===== src/hdl/hsk_pkg.sv =====
// Shared types, constants and the character-to-keycode map for the six-key
// rollover report unit. Depends on nothing; used by every file in hdl.
package hsk_pkg;

	// Number of key slots in the held list, and fields in one report.
	localparam int KEY_SLOTS  = 6;
	localparam int OUT_FIELDS = 6;
	localparam int KEY_W      = 7;

	typedef logic [KEY_W-1:0] key_t;

	// Operation codes of an input word.
	localparam logic OP_PRESS   = 1'b0;
	localparam logic OP_RELEASE = 1'b1;

	// Characters and the keycodes they map to.
	localparam logic [7:0] CHAR_ONE    = 8'h31;
	localparam logic [7:0] CHAR_NINE   = 8'h39;
	localparam logic [7:0] CHAR_ZERO   = 8'h30;
	localparam logic [7:0] CHAR_COMMA  = 8'h2C;
	localparam logic [7:0] CHAR_ESCAPE = 8'hDF;

	localparam key_t KEY_NONE   = 7'h00;
	localparam key_t KEY_ONE    = 7'h1E;
	localparam key_t KEY_ZERO   = 7'h27;
	localparam key_t KEY_COMMA  = 7'h36;
	localparam key_t KEY_ESCAPE = 7'h29;

	// Command broadcast to every cell of the chain.
	typedef struct packed {
		logic valid;
		logic release_op;
		key_t key;
	} cmd_t;

	// Flags rippled from one cell to the next.
	typedef struct packed {
		logic blocked;  // an earlier slot already holds the key or is empty
		logic found;    // the released key sits in this slot or an earlier one
	} chain_t;

	// Maps an ASCII byte to its keycode; KEY_NONE when the byte is not mapped.
	function automatic key_t map_char(input logic [7:0] ch);
		logic [7:0] offs;
		offs = ch - CHAR_ONE;
		if (ch >= CHAR_ONE && ch <= CHAR_NINE) begin
			return KEY_ONE + offs[KEY_W-1:0];
		end else if (ch == CHAR_ZERO) begin
			return KEY_ZERO;
		end else if (ch == CHAR_COMMA) begin
			return KEY_COMMA;
		end else if (ch == CHAR_ESCAPE) begin
			return KEY_ESCAPE;
		end
		return KEY_NONE;
	endfunction

endpackage


===== src/hdl/hsk_slot_cell.sv =====
// One slot of the held-key list: holds a keycode and updates it from the
// broadcast command and its neighbors. Depends on hsk_pkg.
module hsk_slot_cell (
	input  logic            clk,
	input  logic            arst_n,
	input  hsk_pkg::cmd_t   cmd,
	input  hsk_pkg::chain_t chain_in,
	output hsk_pkg::chain_t chain_out,
	input  hsk_pkg::key_t   next_slot,
	output hsk_pkg::key_t   slot,
	output logic            wrote
);

	hsk_pkg::key_t slot_q;
	logic          match;
	logic          empty;
	logic          shift;

	assign match = (slot_q == cmd.key);
	assign empty = (slot_q == hsk_pkg::KEY_NONE);

	assign chain_out.blocked = chain_in.blocked | match | empty;
	assign chain_out.found   = chain_in.found | match;

	// A press lands in the first empty slot, unless an earlier slot holds it.
	assign wrote = cmd.valid & (cmd.release_op == hsk_pkg::OP_PRESS)
		& ~chain_in.blocked & empty;
	// A release pulls the later slots down from the matching slot onward.
	assign shift = cmd.valid & (cmd.release_op == hsk_pkg::OP_RELEASE) & chain_out.found;

	always_ff @(posedge clk or negedge arst_n) begin
		if (!arst_n) begin
			slot_q <= hsk_pkg::KEY_NONE;
		end else if (wrote) begin
			slot_q <= cmd.key;
		end else if (shift) begin
			slot_q <= next_slot;
		end
	end

	assign slot = slot_q;

endmodule


===== src/hdl/hid_six_key_rollover_report_unit.sv =====
// Six-key rollover keyboard report unit: a chain of slot cells behind one
// input register. Depends on hsk_pkg and hsk_slot_cell.
// The input register holds each accepted word while the slot chain applies it
// and done is registered; the report is read while done is high. busy is high
// for the cycle after each accepted word, so the next word waits. Reset clears
// the slots, valid_s1 and done_q; the receiver cannot stall.
module hid_six_key_rollover_report_unit (
	input  logic       clk,
	input  logic       arst_n,
	input  logic       start,
	output logic       busy,
	input  logic       operation,
	input  logic [7:0] character,
	output logic       done,
	output logic [6:0] slot_0,
	output logic [6:0] slot_1,
	output logic [6:0] slot_2,
	output logic [6:0] slot_3,
	output logic [6:0] slot_4,
	output logic [6:0] slot_5
);

	// The first stage maps the character to a keycode. Unmapped characters
	// never reach the cells, so a valid command always carries a nonzero key.
	logic          valid_s1;
	logic          release_s1;
	hsk_pkg::key_t key_s1;
	hsk_pkg::key_t mapped;
	logic          done_q;

	// The next word waits while the cells apply the current one. That keeps
	// the cell registers steady during the done cycle, so the report shows
	// the list exactly as the word that caused it left it.
	assign busy   = valid_s1;
	assign mapped = hsk_pkg::map_char(character);

	always_ff @(posedge clk or negedge arst_n) begin
		if (!arst_n) begin
			valid_s1 <= 1'b0;
		end else begin
			valid_s1 <= start & ~busy & (mapped != hsk_pkg::KEY_NONE);
		end
	end

	always_ff @(posedge clk) begin
		release_s1 <= operation;
		key_s1     <= mapped;
	end

	// The command is broadcast to all cells; the blocked and found flags ripple
	// from the first slot toward the last, and each cell reads its successor's
	// keycode when a release shifts the list down.
	hsk_pkg::cmd_t   cmd;
	hsk_pkg::chain_t chain [hsk_pkg::KEY_SLOTS+1];
	hsk_pkg::key_t   slots [hsk_pkg::KEY_SLOTS+1];
	logic [hsk_pkg::KEY_SLOTS-1:0] wrote;

	assign cmd.valid      = valid_s1;
	assign cmd.release_op = release_s1;
	assign cmd.key        = key_s1;

	assign chain[0].blocked          = 1'b0;
	assign chain[0].found            = 1'b0;
	assign slots[hsk_pkg::KEY_SLOTS] = hsk_pkg::KEY_NONE;

	for (genvar i = 0; i < hsk_pkg::KEY_SLOTS; i++) begin : g_cell
		hsk_slot_cell u_cell (
			.clk       (clk),
			.arst_n    (arst_n),
			.cmd       (cmd),
			.chain_in  (chain[i]),
			.chain_out (chain[i+1]),
			.next_slot (slots[i+1]),
			.slot      (slots[i]),
			.wrote     (wrote[i])
		);
	end

	// A press changes the list when some cell took the key; a release changes
	// it when the key was found anywhere along the chain.
	logic changed;
	assign changed = (release_s1 == hsk_pkg::OP_RELEASE)
		? chain[hsk_pkg::KEY_SLOTS].found : (|wrote);

	always_ff @(posedge clk or negedge arst_n) begin
		if (!arst_n) begin
			done_q <= 1'b0;
		end else begin
			done_q <= valid_s1 & changed;
		end
	end

	assign done = done_q;

	// The report shows the cell registers directly: during the done cycle they
	// hold the list as left by the word that caused it. Report fields beyond
	// the last slot read as zero.
	hsk_pkg::key_t report [hsk_pkg::OUT_FIELDS];

	for (genvar j = 0; j < hsk_pkg::OUT_FIELDS; j++) begin : g_report
		if (j < hsk_pkg::KEY_SLOTS) begin : g_slot
			assign report[j] = slots[j];
		end else begin : g_empty
			assign report[j] = hsk_pkg::KEY_NONE;
		end
	end

	assign slot_0 = report[0];
	assign slot_1 = report[1];
	assign slot_2 = report[2];
	assign slot_3 = report[3];
	assign slot_4 = report[4];
	assign slot_5 = report[5];

endmodule


===== config.mk =====
export PLATFORM = sky130hd
export DESIGN_NAME = hid_six_key_rollover_report_unit
export DESIGN_NICKNAME = d
export VERILOG_FILES = /design/src/hdl/hsk_pkg.sv /design/src/hdl/hsk_slot_cell.sv /design/src/hdl/hid_six_key_rollover_report_unit.sv
export SDC_FILE = /design/constraint.sdc
export NUM_CORES = 1
export LEC_CHECK = 0
export ABC_AREA = 1
export BUFFER_PORTS_ARGS = -buffer_cell sky130_fd_sc_hd__buf_2
export CAP_MARGIN = 40
export CORE_MARGIN = 8
export CORE_UTILIZATION = 30
export DETAILED_ROUTE_END_ITERATION = 16
export PLACE_DENSITY = 0.54
export SYNTH_ARGS = -nofsm -noshare
export SYNTH_HDL_FRONTEND = slang
export SYNTH_SLANG_ARGS = --single-unit
export TNS_END_PERCENT = 1

===== constraint.sdc =====
create_clock -name clk -period 2.2 [get_ports clk]
set_input_delay 0.33 -clock clk [delete_from_list [all_inputs] [get_ports clk]]
set_output_delay 0.33 -clock clk [all_outputs]
set_load 0.05 [all_outputs]

# Word-level counts from Yosys, hierarchy flattened
# Index checks and enable logic that the tools add are counted.
# W data, S select, Z words.
[totals] ff_bits=52 inputBits=12 out_inout_bits=44 word_cells=103
[op_classes] addsub=2 magnitude_cmp=2 eq_ne=9 mux=22 bitwise=43 reduce_logical=15
[ops] operator="$mux W7" n=17
[ops] operator="$eq A7 B7 Y1" n=6
[ops] operator="$logic_not A7 Y1" n=6
[ops] operator="$and A1 B1 Y1" n=22
[ops] operator="$eq A8 B6 Y1 const B" n=2
[ops] operator="$or A1 B1 Y1" n=14
[ops] operator="$reduce_bool A2 Y1" n=6
[ops] operator="$eq A8 B8 Y1 const B" n=1
[ops] operator="$ge A8 B6 Y1 const B" n=1
[ops] operator="$le A8 B6 Y1 const B" n=1
[ops] operator="$add A5 B7 Y7 const A" n=1
[ops] operator="$not A1 Y1" n=7
[ops] operator="$reduce_bool A7 Y1" n=1
[ops] operator="$sub A7 B6 Y7 const B" n=1
[ops] operator="$reduce_or A6 Y1" n=1
[ops] operator="$mux W1" n=5
[ops] operator="$logic_and A1 B1 Y1" n=1

# Depth between registers and ports, before layout
[logic_depth] depth_word=16 depth_mapped=15 mapped_depth_nobuf=14

# Modules after synthesis
# A second synthesis with hierarchy kept.
[hier_totals] cells_unflattened=659 area_unflattened_um2=4196.5
[by_module_without_submodules] mod="hsk_slot_cell" instances=6 cells_each=96 area_each_um2=600.6 seq_area_each_um2=175.2
[by_module_without_submodules] mod="hid_six_key_rollover_report_unit" instances=1 cells_each=83 area_each_um2=593.1 seq_area_each_um2=210.2

# Worst setup path before layout
# Ideal clock, no wire load.
[synth_timing] path_kind="register -> register" startpoint="register valid_s1, in the netlist busy" endpoint="register g_cell[3].u_cell.slot_q[4]" setup_time_ns=0.118 t_arrival_ns=1.840 t_required_ns=2.082 setup_slack_ns=0.242 stages_incl_launch_ff=10 n_path_buf=0 period_less_slack_ns=1.958 cell_sequence="dfrtp_1 -> inv_1 -> nor2_4 -> inv_1 -> nor3_2 -> nand2_4 -> nand2_4 -> inv_4 -> nand2_1 -> nand2_1"
[synth_between] elab_chain_cells=4 word_cells_on_any_way=7 classes_between="mux: 1; bitwise: 5; reduce/logical: 1"
[synth_lines] element="start: declaration" line="hid_six_key_rollover_report_unit.sv:25" text="logic valid_s1;"
[synth_lines] element="start signal: assignment" line="hid_six_key_rollover_report_unit.sv:41" text="valid_s1 <= start & ~busy & (mapped != hsk_pkg::KEY_NONE);"
[synth_lines] element="$and A1 B1 Y1" line="hsk_slot_cell.sv:26" text="assign wrote = cmd.valid & (cmd.release_op == hsk_pkg::OP_PRESS)"
[synth_lines] element="$and A1 B1 Y1 (2 in series)" line="hsk_slot_cell.sv:27" text="& ~chain_in.blocked & empty;"
[synth_lines] element="$mux W7 / $reduce_bool A2 Y1 (equally long branches)"
[synth_lines] element="end signal: assignment" line="hsk_slot_cell.sv:33" text="slot_q <= hsk_pkg::KEY_NONE;"
[synth_lines] element="end signal: assignment" line="hsk_slot_cell.sv:35" text="slot_q <= cmd.key;"
[synth_lines] element="end signal: assignment" line="hsk_slot_cell.sv:37" text="slot_q <= next_slot;"
[synth_lines] element="end: declaration" line="hsk_slot_cell.sv:14" text="hsk_pkg::key_t slot_q;"
# Several ways; a longest one is shown, not always the timed one.
# A chain may end at the register's enable or synchronous reset.

# Final worst setup path
[layout_timing] startpoint="register key_s1[4]" endpoint="register g_cell[3].u_cell.slot_q[5]"
[layout_between] elab_chain_cells=10 word_cells_on_any_way=18 classes_between="eq/ne: 4; mux: 1; bitwise: 12; reduce/logical: 1"
[layout_lines] element="start: declaration" line="hid_six_key_rollover_report_unit.sv:27" text="hsk_pkg::key_t key_s1;"
[layout_lines] element="start signal: assignment" line="hid_six_key_rollover_report_unit.sv:47" text="key_s1 <= mapped;"
[layout_lines] element="$eq A7 B7 Y1" line="hsk_slot_cell.sv:19" text="assign match = (slot_q == cmd.key);"
[layout_lines] element="$or A1 B1 Y1 (5 in series)" line="hsk_slot_cell.sv:22" text="assign chain_out.blocked = chain_in.blocked | match | empty;"
[layout_lines] element="$not A1 Y1" line="hsk_slot_cell.sv:27"
[layout_lines] element="$and A1 B1 Y1 (2 in series)" line="hsk_slot_cell.sv:27"
[layout_lines] element="$mux W7 / $reduce_bool A2 Y1 (equally long branches)"
# Several ways; a longest one is shown, not always the timed one.

==> metrics.cfg <==
[logic_synthesis]
syn_nets = 537
ys_seq_elements = 52
syn-cell-area_sq_um = 3704
synth-seq-area-share_pct = 34.05
postSynth.asyncResetShare_pct = 84.62
yosys_warnings = 0
synth-main-ff-cell = dfrtp_1
synth_edf_count = 0
postSynthAreaPerCell_sq_um = 7.109
syn-instance-count = 521
ys_types = 42

[timing]
min_period_ps = 2013
maxSlewViolCount = 0
max_freq_ghz = 0.4967
worst_slew_pin_slew_ps = 517.0
finalCritPeriodShare_pct = 91.51
relSlewSlack_pct = 65.53
final.setup.tns_ps = 0
rsz0062_at_grt = false
hold_viol = 0
skew_ps = 2.990
layout_setup_ws_ps = 186.7
final-setup-viol-count = 0

[setup_path]
crit_type = reg2reg
cp-end-kind = flip-flop
critPathArrivalTime_ps = 2200
required_ps = 2380
crit_path_max_fanout = 16
setup.worst_path.start_class = flip-flop

[finish]
final_cell_mix = nand2_1, inv_1, buf_2, nand3_1, dfrtp_1
layout-drive-gt1-share_pct = 21.03
diodes = 0
fin_cells = 732
area_growth_pct = 16.59
nNetsFinal = 600
fin_area_sq_um = 4318
final_util_pct = 35.95
layout_commonest_cell = nand2_1

[run]
drv_cap = 0

[global_route]
grt_max_degree = 24
grt_busiest_layer = met2
grt_remaining_overflow = 0
use_met3_pct = 2.205
first_global_vias = 3480
antenna_found_initial = 0
grtUsageMet2_pct = 22.78
grt_usage_pct = 14.08
use_met1_pct = 18.57
grt_pass1_wl_um = 18200

[clock_network]
clk_pin_slew_worst_paths_ps = 70
postCtsHoldBufs = 0
clock_sinks = 52
clk_path_buf_depth = 2
numCtsBuffers = 5
cts_tree = done
htree_levels = 2
clock_latency_ps = 290
clockRootBuffer = clkbuf_16

[power_and_ir_drop]
powerDensity_nw_per_um2 = 503.1
combPwrFrac_pct = 15.2
netSwitchingFraction_pct = 28.04
power_frac_clock_pct = 38.9
switching_power_uw = 609.1
internal-power_mw = 1.563
pwr-share-seq_pct = 45.9
p_leak_nw = 2.383
peakVddDrop_v = 0.0003207

[die]
fp.dieW_um = 127.1
dieHeight_um = 127.1
floorplan.initialDensity_pct = 30.83
rows = 40
core_area_sq_um = 12010
die_area_sq_um = 16160
ios = 56

[place]
dpl.hpwl_um = 8828
dp.cells = 724
port_buffers = 55
gp_congestion = 0.8773
placed_cell_area_sq_um = 4153
dp_slack_ps = 98.71

[detailed_routing]
num_vias = 3566
firstDrtPassIters = 5
drt-initial-drc-count = 231
viasPerCell = 4.872
drtAntennaViolNets = 0
wl_per_cell_um = 15.30
routed_wl_um = 11200
drc = 0

[min_path]
hold_class = in2async

[outcome]
outcome = finished clean

## state kept, by name (all words and copies together), names as in the netlist
register and count:
done 1, busy 1, g_cell.u_cell.slot 42, release_s1 1, key_s1 7
## power by group through the flow
stage	combinational (mW)	clock, mW	sequential, mW
floorplan	0.209	0	1.04
global placement	0.329	0	1.01
detailed placement	0.333	0	1.02
CTS	0.334	0.874	0.996
global route	0.364	0.906	1.00
finish	0.330	0.845	0.997
## synth_stat cells, types with 2 or more instances
library cell	n	area (sq um)
nand2_1	168	630.6
a21oi_1	8	40.04
buf_2	5	25.02
dfrtp_1	44	1101
nor2_2	3	18.77
nand3_1	45	225.2
nand2_4	4	45.04
inv_4	4	25.02
inv_2	3	11.26
inv_6	3	26.28
nand4_1	14	87.58
nand3_4	2	35.03
buf_6	8	90.09
nand2_2	4	25.02
nor2_1	36	135.1
nor3_1	8	40.04
nor2_4	5	56.30
o211ai_1	6	45.04
o21ai_0	26	130.1
dfxtp_1	8	160.2
xnor2_1	6	52.55
xor2_1	16	140.1
nand3_2	2	20.02
xnor2_2	3	48.80
o21ai_1	14	70.07
inv_1	57	214.0
ha_1	4	50.05
## critical path, cell delays in order, from the launching register on
cell and delay [ps]:
dfxtp_1 630, inv_4 40, nand2_1 70, nand2_1 50, nand2_1 60, nor2_1 40, nand3_1 150, nand3_2 170
nor2_8 250, nand2_4 130, nand2_4 140, inv_4 60, nand2_1 50, nand2_1 50
## logic make-up after synthesis
| family | after synthesis | synth area share [%] |
|---|---|---|
| fa+ha+maj | 4 | 1.351 |
| buf+inv | 81 | 10.78 |
| compound gates | 59 | 9.189 |
| simple gates | 299 | 38.01 |
| other cells | 1 | 0.1013 |
| flops | 52 | 34.05 |
| xor+xnor | 25 | 6.520 |
## metal layers
metal / wire, um / vias up / part of all wire [%]
li1: - / 1793 / -
met1: 5164 / 1651 / 46
met4: 231 / 0 / 2.1
met5: 0 / - / 0
met2: 5173 / 107 / 46
met3: 627 / 15 / 5.6
## metrics by stage
stage	hold slack (ps)	total power, mW
after floorplan	34.41	1.248
after global placement	331.3	1.344
after detailed placement	342.8	1.348
after CTS	28.38	2.203
after global routing	57.30	2.270
final	5.507	2.172
## path summary, 6_finish.rpt
path	startpoint	endpoint	slack, ps	cells past startpoint
worst max-delay path	key_s1[4]	g_cell[3].u_cell.slot[5]	190	13
worst min-delay path	arst_n	g_cell[4].u_cell.slot[3]	6	1
worst max register to register	key_s1[4]	g_cell[3].u_cell.slot[5]	190	13
worst min register to register	g_cell[4].u_cell.slot[3]	g_cell[4].u_cell.slot[3]	550	2
max in group asynchronous	arst_n	g_cell[1].u_cell.slot[6]	1510	2
min in group clk	operation	release_s1	140	1
## what timing repair did
item | 4_1_cts | 5_1_grt
setup endpoints to repair | 0 | 25
setup buffers | 0 | 0
resized for setup | 0 | 3
## final cells by class
type	count	area, sq um
tap	147	183.9
clock inverter	2	11.26
timing repair buffer	70	387.9
inverter	67	276.5
fill	1326	7694
clock buffer	6	150.1
multi-input combinational	388	2043
sequential	52	1265
Note: power is estimated with default switching activity, not from simulation.
